`src/rtl/ndef_record_deframer_unit_defines.svh`:
```
// assertion macros for the ndef record deframer
// used by the top level only; no other dependencies
`ifndef NDEF_RECORD_DEFRAMER_UNIT_DEFINES_SVH
`define NDEF_RECORD_DEFRAMER_UNIT_DEFINES_SVH
`ifndef SYNTHESIS
`define NDR_ASSERT_NOW(label, clk, rst, ante, cons) \
   label: assert property (@(posedge clk) disable iff (rst) (ante) |-> (cons)) \
      else $error("ndr assertion failed");
`define NDR_ASSERT_NEXT(label, clk, rst, ante, cons) \
   label: assert property (@(posedge clk) disable iff (rst) (ante) |=> (cons)) \
      else $error("ndr assertion failed");
`else
`define NDR_ASSERT_NOW(label, clk, rst, ante, cons)
`define NDR_ASSERT_NEXT(label, clk, rst, ante, cons)
`endif
`endif

```
`src/rtl/ndr_pkg.sv`:
```
// shared types, constants and the tnf check for the ndef record deframer
// no dependencies
package ndr_pkg;

   localparam int unsigned LONG_LENGTH_BYTES = 4;
   localparam logic [31:0] MAX_PAYLOAD_RESET = 32'd1048576;

   localparam logic [1:0] KIND_TYPE    = 2'd0;
   localparam logic [1:0] KIND_ID      = 2'd1;
   localparam logic [1:0] KIND_PAYLOAD = 2'd2;
   localparam logic [1:0] KIND_NONE    = 2'd3;

   localparam logic [3:0] ERR_NONE          = 4'd0;
   localparam logic [3:0] ERR_NO_MB         = 4'd1;
   localparam logic [3:0] ERR_LATE_MB       = 4'd2;
   localparam logic [3:0] ERR_IL_IN_CHUNK   = 4'd3;
   localparam logic [3:0] ERR_CF_WITH_ME    = 4'd4;
   localparam logic [3:0] ERR_CHUNK_TNF     = 4'd5;
   localparam logic [3:0] ERR_UNCHANGED_TNF = 4'd6;
   localparam logic [3:0] ERR_CHUNK_TYPE    = 4'd7;
   localparam logic [3:0] ERR_NO_TYPE       = 4'd8;
   localparam logic [3:0] ERR_PAYLOAD_LONG  = 4'd9;
   localparam logic [3:0] ERR_MERGED_LONG   = 4'd10;
   localparam logic [3:0] ERR_TRUNCATED     = 4'd11;

   localparam logic [0:0] CSR_SINGLE_MODE = 1'd0;
   localparam logic [0:0] CSR_MAX_PAYLOAD = 1'd1;

   localparam logic [2:0] TNF_VOID       = 3'd0;
   localparam logic [2:0] TNF_WELLKNOWN  = 3'd1;
   localparam logic [2:0] TNF_MIME       = 3'd2;
   localparam logic [2:0] TNF_ABS_URI    = 3'd3;
   localparam logic [2:0] TNF_EXTERNAL   = 3'd4;
   localparam logic [2:0] TNF_OPAQUE     = 3'd5;
   localparam logic [2:0] TNF_CONT_CHUNK = 3'd6;
   localparam logic [2:0] TNF_RSVD       = 3'd7;

   // present flags: bit 0 type, bit 1 id, bit 2 payload
   localparam int unsigned PF_TYPE    = 0;
   localparam int unsigned PF_ID      = 1;
   localparam int unsigned PF_PAYLOAD = 2;

   typedef struct packed {
      logic        single_mode;
      logic [31:0] max_payload;
   } ndr_cfg_type;

   typedef struct packed {
      logic       have;
      logic [1:0] kind;
      logic [7:0] data;
      logic [2:0] tnf;
      logic       done;
      logic       ok;
      logic       msg;
      logic [3:0] err;
   } ndr_result_type;

   function automatic logic tnf_pass(input logic [2:0] tnf, input logic [2:0] flags);
      logic pass;
      case (tnf)
         TNF_VOID: pass = (flags == 3'b000);
         TNF_WELLKNOWN, TNF_MIME, TNF_ABS_URI, TNF_EXTERNAL: pass = 1'b1;
         TNF_OPAQUE, TNF_RSVD: pass = !flags[PF_TYPE];
         default: pass = 1'b0;
      endcase
      return pass;
   endfunction

endpackage

```
`src/rtl/ndr_csr.sv`:
```
// configuration registers of the ndef record deframer
// depends on ndr_pkg
module ndr_csr
   import ndr_pkg::*;
(
   input  logic        clock,
   input  logic        reset,
   input  logic        csr_we,
   input  logic [0:0]  csr_index,
   input  logic [31:0] csr_wdata,
   output ndr_cfg_type cfg
);

   logic        single_ff, single_in;
   logic [31:0] max_ff, max_in;

   always_comb begin
      single_in = single_ff;
      max_in    = max_ff;
      if (csr_we) begin
         case (csr_index)
            CSR_SINGLE_MODE: single_in = csr_wdata[0];
            CSR_MAX_PAYLOAD: max_in    = csr_wdata;
            default: ;
         endcase
      end
   end

   always_ff @(posedge clock) begin
      if (reset) begin
         single_ff <= 1'b0;
         max_ff    <= MAX_PAYLOAD_RESET;
      end else begin
         single_ff <= single_in;
         max_ff    <= max_in;
      end
   end

   assign cfg.single_mode = single_ff;
   assign cfg.max_payload = max_ff;

endmodule

```
`src/rtl/ndr_parser.sv`:
```
// record header decoder and field sequencer: state registers and next-state logic
// depends on ndr_pkg
module ndr_parser
   import ndr_pkg::*;
(
   input  logic           clock,
   input  logic           reset,
   input  logic           step,
   input  logic [7:0]     in_byte,
   input  logic           frame_last,
   input  ndr_cfg_type    cfg,
   output ndr_result_type res
);

   localparam logic [3:0] PH_HEAD    = 4'd0;
   localparam logic [3:0] PH_TYPELEN = 4'd1;
   localparam logic [3:0] PH_PAYLEN  = 4'd2;
   localparam logic [3:0] PH_IDLEN   = 4'd3;
   localparam logic [3:0] PH_TYPE    = 4'd4;
   localparam logic [3:0] PH_ID      = 4'd5;
   localparam logic [3:0] PH_PAYLOAD = 4'd6;
   localparam logic [3:0] PH_SKIP    = 4'd7;
   localparam logic [3:0] PH_DONE    = 4'd8;

   // header bits: 3 me, 2 cf, 1 sr, 0 il
   localparam int unsigned HB_IL = 0;
   localparam int unsigned HB_SR = 1;
   localparam int unsigned HB_CF = 2;
   localparam int unsigned HB_ME = 3;

   localparam logic [1:0] LEN_BYTES_AFTER_FIRST = 2'(LONG_LENGTH_BYTES - 1);

   logic [3:0]  phase_ff, phase_in;
   logic [3:0]  hdr_ff, hdr_in;
   logic [2:0]  tnf_ff, tnf_in;
   logic [7:0]  type_cnt_ff, type_cnt_in;
   logic [7:0]  id_cnt_ff, id_cnt_in;
   logic [31:0] pay_cnt_ff, pay_cnt_in;
   logic [1:0]  len_left_ff, len_left_in;
   logic        in_chunk_ff, in_chunk_in;
   logic        seen_ff, seen_in;
   logic [31:0] merged_ff, merged_in;
   logic [2:0]  present_ff, present_in;

   logic        do_lk, do_next, do_end;
   logic        mb, me, cf, sr, il;
   logic [2:0]  hdr_tnf;
   logic [32:0] sum;

   assign mb      = in_byte[7];
   assign me      = in_byte[6];
   assign cf      = in_byte[5];
   assign sr      = in_byte[4];
   assign il      = in_byte[3];
   assign hdr_tnf = in_byte[2:0];

   always_comb begin
      phase_in    = phase_ff;
      hdr_in      = hdr_ff;
      tnf_in      = tnf_ff;
      type_cnt_in = type_cnt_ff;
      id_cnt_in   = id_cnt_ff;
      pay_cnt_in  = pay_cnt_ff;
      len_left_in = len_left_ff;
      in_chunk_in = in_chunk_ff;
      seen_in     = seen_ff;
      merged_in   = merged_ff;
      present_in  = present_ff;
      res         = '0;
      res.kind    = KIND_NONE;
      do_lk       = 1'b0;
      do_next     = 1'b0;
      do_end      = 1'b0;
      sum         = '0;

      case (phase_ff)
         PH_HEAD: begin
            res.have = 1'b1;
            if (!mb && !seen_ff && !in_chunk_ff && !cfg.single_mode) begin
               res.err = ERR_NO_MB;
            end else if (mb && (seen_ff || in_chunk_ff) && !cfg.single_mode) begin
               res.err = ERR_LATE_MB;
            end else if (in_chunk_ff && il) begin
               res.err = ERR_IL_IN_CHUNK;
            end else if (cf && me) begin
               res.err = ERR_CF_WITH_ME;
            end else if (in_chunk_ff && hdr_tnf != TNF_CONT_CHUNK) begin
               res.err = ERR_CHUNK_TNF;
            end else if (!in_chunk_ff && hdr_tnf == TNF_CONT_CHUNK) begin
               res.err = ERR_UNCHANGED_TNF;
            end else begin
               res.have    = 1'b0;
               hdr_in      = {me, cf, sr, il};
               if (!in_chunk_ff) begin
                  tnf_in = hdr_tnf;
               end
               type_cnt_in = '0;
               id_cnt_in   = '0;
               pay_cnt_in  = '0;
               phase_in    = PH_TYPELEN;
            end
            if (res.have) begin
               phase_in = PH_SKIP;
            end
         end
         PH_TYPELEN: begin
            type_cnt_in = in_byte;
            phase_in    = PH_PAYLEN;
            len_left_in = hdr_ff[HB_SR] ? 2'd0 : LEN_BYTES_AFTER_FIRST;
         end
         PH_PAYLEN: begin
            pay_cnt_in = {pay_cnt_ff[23:0], in_byte};
            if (len_left_ff != 2'd0) begin
               len_left_in = len_left_ff - 2'd1;
            end else if (hdr_ff[HB_IL]) begin
               phase_in = PH_IDLEN;
            end else begin
               id_cnt_in = '0;
               do_lk     = 1'b1;
            end
         end
         PH_IDLEN: begin
            id_cnt_in = in_byte;
            do_lk     = 1'b1;
         end
         PH_TYPE: begin
            res.have    = 1'b1;
            res.kind    = KIND_TYPE;
            res.data    = in_byte;
            type_cnt_in = type_cnt_ff - 8'd1;
            do_next     = (type_cnt_in == 8'd0);
         end
         PH_ID: begin
            res.have  = 1'b1;
            res.kind  = KIND_ID;
            res.data  = in_byte;
            id_cnt_in = id_cnt_ff - 8'd1;
            do_next   = (id_cnt_in == 8'd0);
         end
         PH_PAYLOAD: begin
            res.have   = 1'b1;
            res.kind   = KIND_PAYLOAD;
            res.data   = in_byte;
            pay_cnt_in = pay_cnt_ff - 32'd1;
            do_end     = (pay_cnt_in == 32'd0);
         end
         default: ;
      endcase

      // lengths complete: chunk and limit checks
      if (do_lk) begin
         sum = (in_chunk_ff ? {1'b0, merged_ff} : 33'd0) + {1'b0, pay_cnt_in};
         if (in_chunk_ff && type_cnt_in != 8'd0) begin
            res.err = ERR_CHUNK_TYPE;
         end else if (hdr_ff[HB_CF] && !in_chunk_ff && type_cnt_in == 8'd0 &&
                      tnf_in != TNF_OPAQUE) begin
            res.err = ERR_NO_TYPE;
         end else if (pay_cnt_in > cfg.max_payload) begin
            res.err = ERR_PAYLOAD_LONG;
         end else if ((in_chunk_ff || hdr_ff[HB_CF]) && sum > {1'b0, cfg.max_payload}) begin
            res.err = ERR_MERGED_LONG;
         end else begin
            merged_in = sum[31:0];
            if (!in_chunk_ff) begin
               present_in          = '0;
               present_in[PF_TYPE] = (type_cnt_in != 8'd0);
               present_in[PF_ID]   = (id_cnt_in != 8'd0);
            end
            if (pay_cnt_in != 32'd0) begin
               present_in[PF_PAYLOAD] = 1'b1;
            end
            do_next = 1'b1;
         end
         if (res.err != ERR_NONE) begin
            res.have = 1'b1;
            phase_in = PH_SKIP;
         end
      end

      if (do_next) begin
         if (type_cnt_in != 8'd0) begin
            phase_in = PH_TYPE;
         end else if (id_cnt_in != 8'd0) begin
            phase_in = PH_ID;
         end else if (pay_cnt_in != 32'd0) begin
            phase_in = PH_PAYLOAD;
         end else begin
            do_end = 1'b1;
         end
      end

      if (do_end) begin
         if (hdr_ff[HB_CF]) begin
            in_chunk_in = 1'b1;
            phase_in    = PH_HEAD;
         end else begin
            res.have    = 1'b1;
            res.done    = 1'b1;
            res.ok      = tnf_pass(tnf_in, present_in);
            seen_in     = 1'b1;
            in_chunk_in = 1'b0;
            if (hdr_ff[HB_ME] || cfg.single_mode) begin
               res.msg  = 1'b1;
               phase_in = PH_DONE;
            end else begin
               phase_in = PH_HEAD;
            end
         end
      end

      if (frame_last && phase_in != PH_DONE && phase_in != PH_SKIP) begin
         res.have = 1'b1;
         res.err  = ERR_TRUNCATED;
      end

      res.tnf = tnf_in;

      // end of frame: back to the reset state
      if (frame_last) begin
         phase_in    = PH_HEAD;
         hdr_in      = '0;
         tnf_in      = '0;
         type_cnt_in = '0;
         id_cnt_in   = '0;
         pay_cnt_in  = '0;
         len_left_in = '0;
         in_chunk_in = 1'b0;
         seen_in     = 1'b0;
         merged_in   = '0;
         present_in  = '0;
      end
   end

   always_ff @(posedge clock) begin
      if (reset) begin
         phase_ff    <= PH_HEAD;
         hdr_ff      <= '0;
         tnf_ff      <= '0;
         type_cnt_ff <= '0;
         id_cnt_ff   <= '0;
         pay_cnt_ff  <= '0;
         len_left_ff <= '0;
         in_chunk_ff <= 1'b0;
         seen_ff     <= 1'b0;
         merged_ff   <= '0;
         present_ff  <= '0;
      end else if (step) begin
         phase_ff    <= phase_in;
         hdr_ff      <= hdr_in;
         tnf_ff      <= tnf_in;
         type_cnt_ff <= type_cnt_in;
         id_cnt_ff   <= id_cnt_in;
         pay_cnt_ff  <= pay_cnt_in;
         len_left_ff <= len_left_in;
         in_chunk_ff <= in_chunk_in;
         seen_ff     <= seen_in;
         merged_ff   <= merged_in;
         present_ff  <= present_in;
      end
   end

endmodule

```
`src/rtl/ndef_record_deframer_unit.sv`:
```
// ndef record deframer: one request byte per cycle, at most one response per request.
// the request waits in the input register until the response register is free or being
// taken; then the parser step writes its result into the response register.
// throughput: one request per cycle while responses are taken; the only stall is a
// held response register. synchronous active-high reset clears all control state
// and sets single_record_mode to 0 and max_payload_len to 1048576.
`include "ndef_record_deframer_unit_defines.svh"
module ndef_record_deframer_unit
   import ndr_pkg::*;
(
   input  logic        clock,
   input  logic        reset,
   input  logic        req_tvalid,
   output logic        req_tready,
   input  logic [7:0]  req_tdata,   // [7:0] in_byte
   input  logic        req_tlast,   // frame_last
   output logic        rsp_tvalid,
   input  logic        rsp_tready,
   // [7:0] out_byte, [10:8] record_tnf, [11] record_ok, [12] message_done,
   // [16:13] error_code, [23:17] zero
   output logic [23:0] rsp_tdata,
   output logic [1:0]  rsp_tuser,   // kind
   output logic        rsp_tlast,   // record_done
   input  logic        csr_we,
   input  logic [0:0]  csr_index,
   input  logic [31:0] csr_wdata
);

   ndr_cfg_type    cfg;
   ndr_result_type res;

   logic       s1_valid_ff, s1_valid_in;
   logic [7:0] s1_byte_ff;
   logic       s1_last_ff;
   logic       s1_adv;
   logic       rsp_valid_ff, rsp_valid_in;
   ndr_result_type rsp_ff;

   ndr_csr u_csr (
      .clock     (clock),
      .reset     (reset),
      .csr_we    (csr_we),
      .csr_index (csr_index),
      .csr_wdata (csr_wdata),
      .cfg       (cfg)
   );

   ndr_parser u_parser (
      .clock      (clock),
      .reset      (reset),
      .step       (s1_adv),
      .in_byte    (s1_byte_ff),
      .frame_last (s1_last_ff),
      .cfg        (cfg),
      .res        (res)
   );

   assign s1_adv     = s1_valid_ff && (!rsp_valid_ff || rsp_tready);
   assign req_tready = !s1_valid_ff || s1_adv;

   always_comb begin
      s1_valid_in = s1_valid_ff;
      if (req_tready) begin
         s1_valid_in = req_tvalid;
      end
      rsp_valid_in = rsp_valid_ff && !rsp_tready;
      if (s1_adv) begin
         rsp_valid_in = res.have;
      end
   end

   always_ff @(posedge clock) begin
      if (reset) begin
         s1_valid_ff  <= 1'b0;
         rsp_valid_ff <= 1'b0;
      end else begin
         s1_valid_ff  <= s1_valid_in;
         rsp_valid_ff <= rsp_valid_in;
      end
   end

   always_ff @(posedge clock) begin
      if (req_tvalid && req_tready) begin
         s1_byte_ff <= req_tdata;
         s1_last_ff <= req_tlast;
      end
      if (s1_adv && res.have) begin
         rsp_ff <= res;
      end
   end

   assign rsp_tvalid = rsp_valid_ff;
   assign rsp_tuser  = rsp_ff.kind;
   assign rsp_tlast  = rsp_ff.done;
   assign rsp_tdata  = {7'd0, rsp_ff.err, rsp_ff.msg, rsp_ff.ok, rsp_ff.tnf, rsp_ff.data};

   `NDR_ASSERT_NOW(a_err_no_data, clock, reset,
      rsp_tvalid && rsp_ff.err != ERR_NONE && rsp_ff.err != ERR_TRUNCATED,
      rsp_tuser == KIND_NONE && !rsp_tlast)
   `NDR_ASSERT_NOW(a_ok_with_done, clock, reset,
      rsp_tvalid && !rsp_tlast, !rsp_ff.ok && !rsp_ff.msg)
   `NDR_ASSERT_NOW(a_stall_blocks, clock, reset,
      s1_valid_ff && rsp_tvalid && !rsp_tready, !req_tready)
   `NDR_ASSERT_NEXT(a_nodata_zero, clock, reset,
      s1_adv && res.have && res.kind == KIND_NONE, rsp_tdata[7:0] == 8'd0)

endmodule
```
`config.mk`:
```
export PLATFORM = sky130hd
export DESIGN_NAME = ndef_record_deframer_unit
export DESIGN_NICKNAME = d
export VERILOG_FILES = /design/src/rtl/ndr_pkg.sv /design/src/rtl/ndr_csr.sv /design/src/rtl/ndr_parser.sv /design/src/rtl/ndef_record_deframer_unit.sv
export VERILOG_INCLUDE_DIRS = /design/src /design/src/rtl
export SDC_FILE = /design/constraint.sdc
export NUM_CORES = 1
export LEC_CHECK = 0
export BUFFER_PORTS_ARGS = -buffer_cell sky130_fd_sc_hd__buf_2
export CORE_MARGIN = 2
export CORE_UTILIZATION = 55
export DETAILED_ROUTE_END_ITERATION = 8
export PLACE_DENSITY = 0.79
export SYNTH_ARGS = -nofsm -noshare
export SYNTH_HDL_FRONTEND = slang
export SYNTH_SLANG_ARGS = --single-unit
```
`constraint.sdc`:
```
create_clock -name clock -period 17.4 [get_ports clock]
set_clock_uncertainty 0.15 [all_clocks]
set_input_delay 2.61 -clock clock [delete_from_list [all_inputs] [get_ports clock]]
set_output_delay 2.61 -clock clock [all_outputs]
set_load 0.01 [all_outputs]
```
### Word-level counts from Yosys, hierarchy flattened

Index checks and enable logic that the tools add are counted.

* bits in read-only memories: 0
* RAM bits: 0
* register bits: 162
* bits in latches: 0
* output and inout bits: 29
* logic and storage cells: 255
* input bits: 47
* memories: 0

* multipliers: 0
* shift operators: 0
* reduce and logical (&&, ||, !) cells: 60
* bitwise operators: 2
* equality and inequality tests: 29
* mux-type cells: 133
* div/mod/pow operators: 0
* add/subtract/negate cells: 5
* order comparisons: 2

Operators with widths (count)
* $mux 32: 14
* $mux 4: 39
* $mux 8: 16
* $pmux 32 s3: 1
* $mux 3: 18
* $add 33x32->33: 1
* $gt 33x32->1: 1
* $mux 1: 33
* $gt 32x32->1: 1
* $logic_not 32->1: 1
* $pmux 8 s4: 1
* $reduce_bool 32->1: 1
* $sub 32x1->32 const B: 1
* $pmux 10 s3: 1
* $logic_not 8->1: 3
* $pmux 8 s3: 1
* $ne 2x2->1 const B: 11
* $logic_and 1x1->1: 20
* $reduce_bool 8->1: 2
* $sub 8x1->8 const B: 2
* $eq 3x3->1 const B: 4
* $eq 4x3->1 const B: 3
* $pmux 4 s3: 1
* $eq 4x2->1 const B: 2
* 27 further kinds: 53

### Longest topological paths before layout

Gate-level depths: netlist of run 1.

* depth after elaboration: 30
* depth in mapped cells: 37
* gate-level depth less buffers: 33

### Modules after synthesis

A second synthesis of run 1 with hierarchy kept.

* cells, all modules: 1558
* area, all modules: 12532.0 sq um

Modules (own cells, without submodules)
* ndr_parser: instances 1, seq. area each 1961.9 sq um, area an instance 9917.0 sq um, cells each 1358
* ndr_csr: instances 1, seq. area each 660.6 sq um, area an instance 1581.5 sq um, cells each 152
* ndef_record_deframer_unit: instances 1, seq. area each 910.9 sq um, area an instance 1033.5 sq um, cells each 48

### Least setup slack after synthesis of run 1

Ideal clock, no wire load.

* kind: register to register
* start: register u_parser.in_chunk_ff
* end: register rsp_ff (netlist bit rsp_tdata[0]) (enable)
* setup time: 0.404 ns
* arrival: 8.836 ns
* path buffers: 5
* period minus slack after synthesis: 9.390 ns
* cell stages (with the launch flop): 37
* required time: 16.846 ns
* setup slack: 8.010 ns
* path through: dfxtp_1 > clkbuf_1 > clkbuf_1 > clkbuf_1 > inv_1 > ha_1 > a211oi_1 > and2_1 > and4_1 > clkbuf_1 > nor2_1 > clkbuf_1 > o21ai_0 > o311ai_0 > ha_1 > a21oi_1 > o211ai_1 > a41oi_1 > a31o_2 > o21a_1 > o21ai_0 > a21bo_2 > a21oi_1 > o21bai_1 > xor2_1 > ha_1 > nand3_1 > nor4_1 > nand4_1 > o21ai_0 > nand3_1 > o32a_1 > o41ai_1 > nor4b_4 > o21a_1 > nor2_1 > a21oi_1

* longest elaborated chain between the ends: 30
* elaborated cells between the ends (all ways): 108
* classes of those cells: 1 x add/sub; 2 x order compare; 3 x eq/ne; 79 x mux; 23 x reduce/logical

Ends and longest elaborated chain
* from (decl): RTL line ndr_parser.sv:40 `logic in_chunk_ff, in_chunk_in;`
* from (signal assigned): RTL line ndr_parser.sv:255 `in_chunk_ff <= in_chunk_in;`
* $logic_not 1->1: RTL line ndr_parser.sv:79, ndr_parser.sv:89, ndr_parser.sv:155
* $logic_and 1x1->1: RTL line ndr_parser.sv:89 `end else if (!in_chunk_ff && hdr_tnf == TNF_CONT_CHUNK) begin`
* $mux 32: RTL line ndr_parser.sv:89
* $mux 32: RTL line ndr_parser.sv:87 `end else if (in_chunk_ff && hdr_tnf != TNF_CONT_CHUNK) begin`
* $mux 32: RTL line ndr_parser.sv:85 `end else if (cf && me) begin`
* $mux 32: RTL line ndr_parser.sv:83 `end else if (in_chunk_ff && il) begin`
* $mux 32: RTL line ndr_parser.sv:81 `end else if (mb && (seen_ff || in_chunk_ff) && !cfg.single_mode) begin`
* $mux 32: RTL line ndr_parser.sv:79 `if (!mb && !seen_ff && !in_chunk_ff && !cfg.single_mode) begin`
* (+13 left out)
* $mux 4: RTL line ndr_parser.sv:183 `end else if (id_cnt_in != 8'd0) begin`
* $mux 4: RTL line ndr_parser.sv:181 `if (type_cnt_in != 8'd0) begin`
* $mux 4: RTL line ndr_parser.sv:180 `if (do_next) begin`
* $mux 4: RTL line ndr_parser.sv:192 `if (do_end) begin`
* $ne 4x4->1: RTL line ndr_parser.sv:211 `if (frame_last && phase_in != PH_DONE && phase_in != PH_SKIP) begin`
* $logic_and 1x1->1 (2 in series): RTL line ndr_parser.sv:211
* $mux 1 *: RTL line ndr_parser.sv:211
* $logic_and 1x1->1 *: RTL line ndef_record_deframer_unit.sv:87 `if (s1_adv && res.have) begin`
* to (signal assigned): RTL line ndef_record_deframer_unit.sv:88 `rsp_ff <= res;`
* to (decl): RTL line ndef_record_deframer_unit.sv:37 `ndr_result_type rsp_ff;`

Mark *: on every way between the ends. The rest lies on a longest branch, timed or not. The select of a mux whose other input is x is not followed.
A chain may end at the register's enable or synchronous reset.

### Final worst setup path of run 1

* start: register s1_byte_ff[2]
* end: register rsp_ff (netlist bit rsp_tdata[5]) (enable)

* longest elaborated chain between the ends: 30
* elaborated cells between the ends (all ways): 100
* classes of those cells: 1 x add/sub; 2 x order compare; 5 x eq/ne; 78 x mux; 14 x reduce/logical

Ends and longest elaborated chain
* from (decl): RTL line ndef_record_deframer_unit.sv:33 `logic [7:0] s1_byte_ff;`
* from (signal assigned): RTL line ndef_record_deframer_unit.sv:84 `s1_byte_ff <= req_tdata;`
* $eq 3x3->1: RTL line ndr_parser.sv:89
* $logic_and 1x1->1: RTL line ndr_parser.sv:89
* $mux 32: RTL line ndr_parser.sv:89
* $mux 32: RTL line ndr_parser.sv:87
* $mux 32: RTL line ndr_parser.sv:85
* $mux 32: RTL line ndr_parser.sv:83
* $mux 32: RTL line ndr_parser.sv:81
* $mux 32: RTL line ndr_parser.sv:79
* (+13 left out)
* $mux 4: RTL line ndr_parser.sv:183
* $mux 4: RTL line ndr_parser.sv:181
* $mux 4: RTL line ndr_parser.sv:180
* $mux 4: RTL line ndr_parser.sv:192
* $ne 4x4->1: RTL line ndr_parser.sv:211
* $logic_and 1x1->1 (2 in series): RTL line ndr_parser.sv:211
* $mux 1 *: RTL line ndr_parser.sv:211
* $logic_and 1x1->1 *: RTL line ndef_record_deframer_unit.sv:87

Marks and branches as above.

==> results of run 1 <==
power breakdown:
group	total, mW	internal (mW)	switching [mW]
logic	0.138	0.0479	0.0901
clock network	0.377	0.210	0.166
registers	0.401	0.391	0.00947
critical path: cells and delay by family (launching register included):
kind / cells / cell delay (ps)
AOI/OAI and AO/OA: 16 / 5670
xor gates and xnor gates: 1 / 180
adders and majority gates: 3 / 1050
DFF: 1 / 560
and+or+nand+nor: 11 / 2510
layer usage:
layer,wire (µm),up-vias,track usage
li1,-,5672,-
met1,15880,5618,0.4243
met2,16970,587,0.4952
met3,3298,106,0.07258
met4,1557,0,0.1305
met5,0,-,0
flip-flops by register name, summed over array words and instances (netlist names), 3 cells and up:
signal	cells
u_parser.pay_cnt_ff	32
u_parser.tnf_ff	3
u_parser.present_ff	3
u_parser.type_cnt_ff	8
u_parser.merged_ff	32
s1_byte_ff	8
rsp_tdata	17
u_parser.id_cnt_ff	8
u_csr.max_ff	32
u_parser.phase_ff	4
u_parser.hdr_ff	4
area by class of cell:
cell class / instances / area [µm²] / area share
sequential: 162 / 3533 / 0.2673
multi-input combinational: 1214 / 8066 / 0.6103
tap: 280 / 350.3 / 0.02651
clock buffer: 21 / 471.7 / 0.03569
inverter: 63 / 236.5 / 0.01789
timing repair buffer: 84 / 462.9 / 0.03502
clock inverter: 10 / 96.34 / 0.007289
synth_stat cells, types with 5 or more instances:
master | count | area [µm²]
o21ai_0 | 50 | 250.2
o41ai_1 | 8 | 70.07
o21bai_1 | 7 | 52.55
nor2b_1 | 15 | 93.84
or2_2 | 8 | 50.05
and2_1 | 51 | 319.1
a22oi_1 | 81 | 608.1
a22o_1 | 6 | 52.55
xor2_1 | 17 | 148.9
nand4_1 | 28 | 175.2
a31oi_1 | 10 | 62.56
nand3_1 | 30 | 150.1
nor3_1 | 37 | 185.2
clkbuf_1 | 82 | 307.8
nand2_1 | 141 | 529.3
edfxtp_1 | 29 | 870.8
buf_4 | 7 | 52.55
o21ai_1 | 7 | 35.03
o211ai_1 | 15 | 112.6
nand4b_1 | 5 | 43.79
mux2i_1 | 7 | 70.07
nor4b_1 | 6 | 52.55
ha_1 | 106 | 1326
or3_1 | 15 | 93.84
o21a_1 | 13 | 97.59
o22ai_1 | 7 | 43.79
nand3b_1 | 6 | 45.04
a21o_1 | 30 | 225.2
a211oi_1 | 9 | 67.56
o31ai_1 | 8 | 60.06
dfxtp_1 | 133 | 2663
xnor2_1 | 38 | 332.8
and3_1 | 10 | 62.56
a221o_1 | 12 | 120.1
inv_1 | 63 | 236.5
nand2b_1 | 8 | 50.05
nor3b_1 | 10 | 75.07
a21oi_1 | 124 | 620.6
nor2_1 | 158 | 593.1
nor4_1 | 29 | 181.4
or4_1 | 12 | 90.09
how the worst max path moves through the flow:
| stage | endpoint |
|---|---|
| 6_report | rsp_tdata[5] |
| 4_1_cts | rsp_tdata[7] |
| 3_3_place_gp | rsp_tdata[2] |
| 3_5_place_dp | rsp_tdata[6] |
| 5_1_grt | rsp_tdata[1] |
| 2_1_floorplan | rsp_tdata[0] |
through the flow:
step	instances	utilization	total power, mW
5_1_grt	1834	0.6057	0.9449
2_1_floorplan	1539	-	0.5020
6_report	1834	0.6057	0.9156
3_3_place_gp	1803	0.5796	0.5417
4_1_cts	1834	0.6057	0.9166
3_5_place_dp	1803	0.5796	0.5432
cell families after synthesis:
| family | Yosys count |
|---|---|
| AOI/OAI and AO/OA | 443 |
| xor gates and xnor gates | 55 |
| adders and majority gates | 107 |
| buffers and inverters | 163 |
| DFF | 162 |
| muxes | 10 |
| other | 1 |
| and+or+nand+nor | 592 |
==> qor.yml, run 1 <==
synth_edf_count: 29
status: "complete, no violations"
slew_violations: 0
place_area_um2: 12650
synthToLayoutAreaGrowth_pct: 8.338
finalCritPeriodShare: 0.6036
grt_pass1_wl_um: 59890
synth_mux_area_frac: 0.008512
ys_seq_elements: 162
viasPerCell: 6.534
synth_xor_area_frac: 0.03948
hold_end: "u_csr.max_ff[15]"
synth_top_family_by_area: "simple AND/OR/NAND/NOR gates"
drive_gt1_frac: 0.09717
fin_ws_ps: 6898
vdd_drop_max_uv: 48.61
overflow: 0
cts_resized: 0
cts-root-buf: "clkbuf_16"
hp-start: "u_csr.max_ff[15]"
finalSetupTns_ps: 0
numCtsBuffers: 17
worstPathMaxFanout: 20
synth.avg_cell_area_um2: 7.959
drc: 0
io_buffers: 68
dp_hpwl_um: 27100
critical_path_arrival_ps: 10400
n_fill_cell: 2013
vias: 11980
seq_area_frac_synth: 0.2896
power_density_nw_per_um2: 69.27
grt_use_total: 0.3170
ys_async_sr_fraction: 0
dp_worst_setup_slack_ps: 7198
reg2reg_depth: 31
regToRegStartpoint: "s1_byte_ff[2]"
yosys.area_share.simple: 0.2505
reg2reg_slack_ps: 6900
routed_wl_um: 37700
grt_max_degree: 79
synth_fa_ha_area_frac: 0.1103
critPathLaunch: "s1_byte_ff[2]"
crit_type: "reg2reg"
io_pins: 76
layout_common_cells: "nor2_1 (157), nand2_1 (141), dfxtp_1 (133)"
core_um2: 21820
wl_per_cell_um: 20.55
hold_depth: 2
post_cts_buffers: 0
clock-sinks: 162
max_freq_ghz: 0.09522
rows: 54
finalInstanceArea_um2: 13220
slowest_stage: "o41ai_1"
antenna_found_initial: 0
dr.first_iter.drc_count: 1452
required_ps: 17300
routabilityCongestion: 1.008
synth_top_flop_cell: "dfxtp_1"
hold_path_class: "reg2reg"
cp-start-kind: "flip-flop"
syn_inst: 1533
ys_warn_count: 0
dieArea_um2: 23390
p_leak_nw: 5.615
layout.nets: 1696
start_util: 0.5591
worstMarginPinSlew_ps: 1126
timing.final.crit_period_ps: 10500
ys_types: 85
clk_pin_slew_ps: 70
max-slew-margin-rel: 0.2446
first_pass_iters: 6
cts_hold_buf: 0
rsz0062_at_grt: "false"
rr_endpoint: "rsp_tdata[5]"
syn_area_um2: 12200
slowest_delay_ps: 830
final-hold-violation-count: 0
clkLatencyLatePin_ps: 440
holdWs_ps: 303.5
die_h_um: 152.9
cts_buffer_depth: 2
grt_pass1_vias: 11120
htree_levels: 4
layout_commonest_cell: "nor2_1"
ant_nets: 0
drv_cap: 0
setup-violations-final: 0
insertedDiodeCount: 0
fp.dieW_um: 152.9
synth_compound_area_frac: 0.2460
cts_tree: "done"
setup.worst_path.end_class: "flip-flop"
No activity file was read; power rests on OpenSTA's default activity.
==> run 2: changes to the inputs <==
Settings changed: ABC_AREA set to 1.
Clock period 17.4 ns to 9.87 ns, I/O delays scaled along.
==> qor.yml, run 2 <==
status: "complete, no violations"
synth_top_flop_cell: "dfxtp_1"
wl_per_cell_um: 16.58
ys_types: 54
first_pass_iters: 8
drive_gt1_frac: 0.08218
grt_max_degree: 72
cts-root-buf: "clkbuf_16"
max-slew-margin-rel: 0.3465
insertedDiodeCount: 0
p_switching_mw: 0.5382
post_cts_buffers: 0
grt_pass1_vias: 11390
layout.nets: 2088
numCtsBuffers: 17
die_h_um: 153.4
io_buffers: 68
antenna_found_initial: 0
crit_type: "reg2reg"
seq_area_frac_synth: 0.2877
p_sw_frac: 0.3211
synth_area_leaders: "dfxtp_1 (22%), nand2_1 (17%), ha_1 (11%), a21oi_1 (8.4%), edfxtp_1 (7.1%)"
routabilityCongestion: 0.9675
ys_async_sr_fraction: 0
cp-start-kind: "flip-flop"
cts_hold_buf: 0
setup.worst_path.end_class: "flip-flop"
ys_warn_count: 0
worstMarginPinSlew_ps: 979.1
cts_buffer_depth: 2
yosysTopAreaCellShare: 0.2168
worstPathMaxFanout: 31
reg.largest.list: "u_csr.max_ff x32, u_parser.merged_ff x32, u_parser.pay_cnt_ff x32"
required_ps: 9790
routed_wl_um: 36930
finalSetupTns_ps: 0
viasPerCell: 5.584
synthTopCellsByCount: "nand2_1 (560), inv_1 (222), nor2_1 (218)"
drv_cap: 0
yosysMostFrequentCell: "nand2_1"
reg2reg_slack_ps: 1490
power_density_nw_per_um2: 125.5
vias: 12440
ys_seq_elements: 162
grt_pass1_wl_um: 59370
ant_nets: 0
drc: 0
rsz0062_at_grt: "false"
dp_hpwl_um: 28430
hold_path_class: "reg2reg"
slew_violations: 0
fp.dieW_um: 153.4
seqPwrFrac: 0.423
finalCritPeriodShare: 0.8493
cts_tree: "done"
layout_commonest_cell: "nand2_1"
grt_use_total: 0.3126
dr.first_iter.drc_count: 1192
clk_pin_slew_ps: 70
overflow: 0
intPower_mw: 1.138
htree_levels: 4
finalInstanceArea_um2: 13350
vdd_drop_max_uv: 101.6
clock-sinks: 162
core_um2: 21890
synthToLayoutAreaGrowth_pct: 8.720
cpMostUsedCell: "nand2_1"
yosys.area.top_type: "dfxtp_1"
p_leak_nw: 6.874
cts_resized: 0
setup-violations-final: 0
dieArea_um2: 23540
synth.avg_cell_area_um2: 6.492
start_util: 0.5611
place_area_um2: 12800
synth_edf_count: 29
syn_inst: 1892
syn_area_um2: 12280
rows: 54
clkLatencyLatePin_ps: 440
p_comb_frac: 0.190
final-hold-violation-count: 0
io_pins: 76
max_freq_ghz: 0.1193
layout_common_cells: "nand2_1 (558), inv_1 (222), nor2_1 (216)"
critical_path_arrival_ps: 8300
slowest_delay_ps: 600
timing.final.crit_period_ps: 8382
slowest_stage: "inv_1"
clkPwrFrac: 0.387
fin_util: 0.6100
run 2: cell count changes after synthesis, sizes merged, moves of 26 or more:
cell    delta
and2      -50
a21oi     +86
a22oi     -79
nor4      -26
inv      +169
nand3     +26
a21o      -26
clkbuf    -47
nor2      +74
xor2      +27
o21ai     +36
nand2    +433
run 2: worst paths after layout:
kind | startpoint | to | cells after the start
max | s1_byte_ff[2] | rsp_tdata[12] | 43
min | u_parser.merged_ff[7] | u_parser.merged_ff[7] | 2
min reg2reg | u_parser.merged_ff[7] | u_parser.merged_ff[7] | 2
max reg2reg | s1_byte_ff[2] | rsp_tdata[12] | 43
run 2: power groups by stage:
| stage | clock (mW) | sequential [mW] | combinational, mW |
|---|---|---|---|
| 6_report | 0.648 | 0.709 | 0.319 |
| 5_1_grt | 0.683 | 0.711 | 0.351 |
| 4_1_cts | 0.653 | 0.709 | 0.313 |
| 3_5_place_dp | 0 | 0.724 | 0.311 |
| 3_3_place_gp | 0 | 0.723 | 0.308 |
| 2_1_floorplan | 0 | 0.723 | 0.217 |
run 2: cell families (layout without fill, tap and decap cells):
family,Yosys count,after routing,synth area share
AO/OA/AOI/OAI,362,362,0.1616
XOR/XNOR,58,58,0.04136
adder cells (fa/ha/maj),107,107,0.1096
buffers and inverters,289,338,0.09321
flip-flops,162,162,0.2877
other,1,7,0.0003053
AND/OR/NAND/NOR,913,913,0.3063
run 2: layer usage:
layer,part of all wire,track usage
met1,0.45,0.4478
met2,0.44,0.4849
met3,0.087,0.05245
met4,0.022,0.09087
met5,0,0
run 2: final cells by class:
cell class / count / area, µm²
Fill cell: 2128 / 8537
Multi-Input combinational cell: 1447 / 7654
Sequential cell: 162 / 3533
Inverter: 232 / 870.8
Clock buffer: 18 / 429.2
Timing Repair Buffer: 74 / 387.9
Tap cell: 280 / 350.3
Clock inverter: 14 / 128.9
run 2: critical path: cells and delay by family, from the launching register on:
kind / cells / cell delay [ps]
xor+xnor: 1 / 190
flops: 1 / 370
buf+inv: 7 / 1100
compound gates: 10 / 2370
fa+ha+maj: 3 / 860
simple gates: 22 / 2930
run 2: per-stage QoR:
step / total power [mW] / worst slack, ps / instances / hold slack (ps)
after CTS: 1.675 / 1613 / 2227 / 312.7
final: 1.676 / 1488 / 2227 / 313.5
after global routing: 1.745 / 682.5 / 2227 / 332.1
after floorplan: 0.9407 / 3075 / 1898 / 283.1
after detailed placement: 1.035 / 1658 / 2195 / 302.2
after global placement: 1.031 / 2029 / 2195 / 294.7
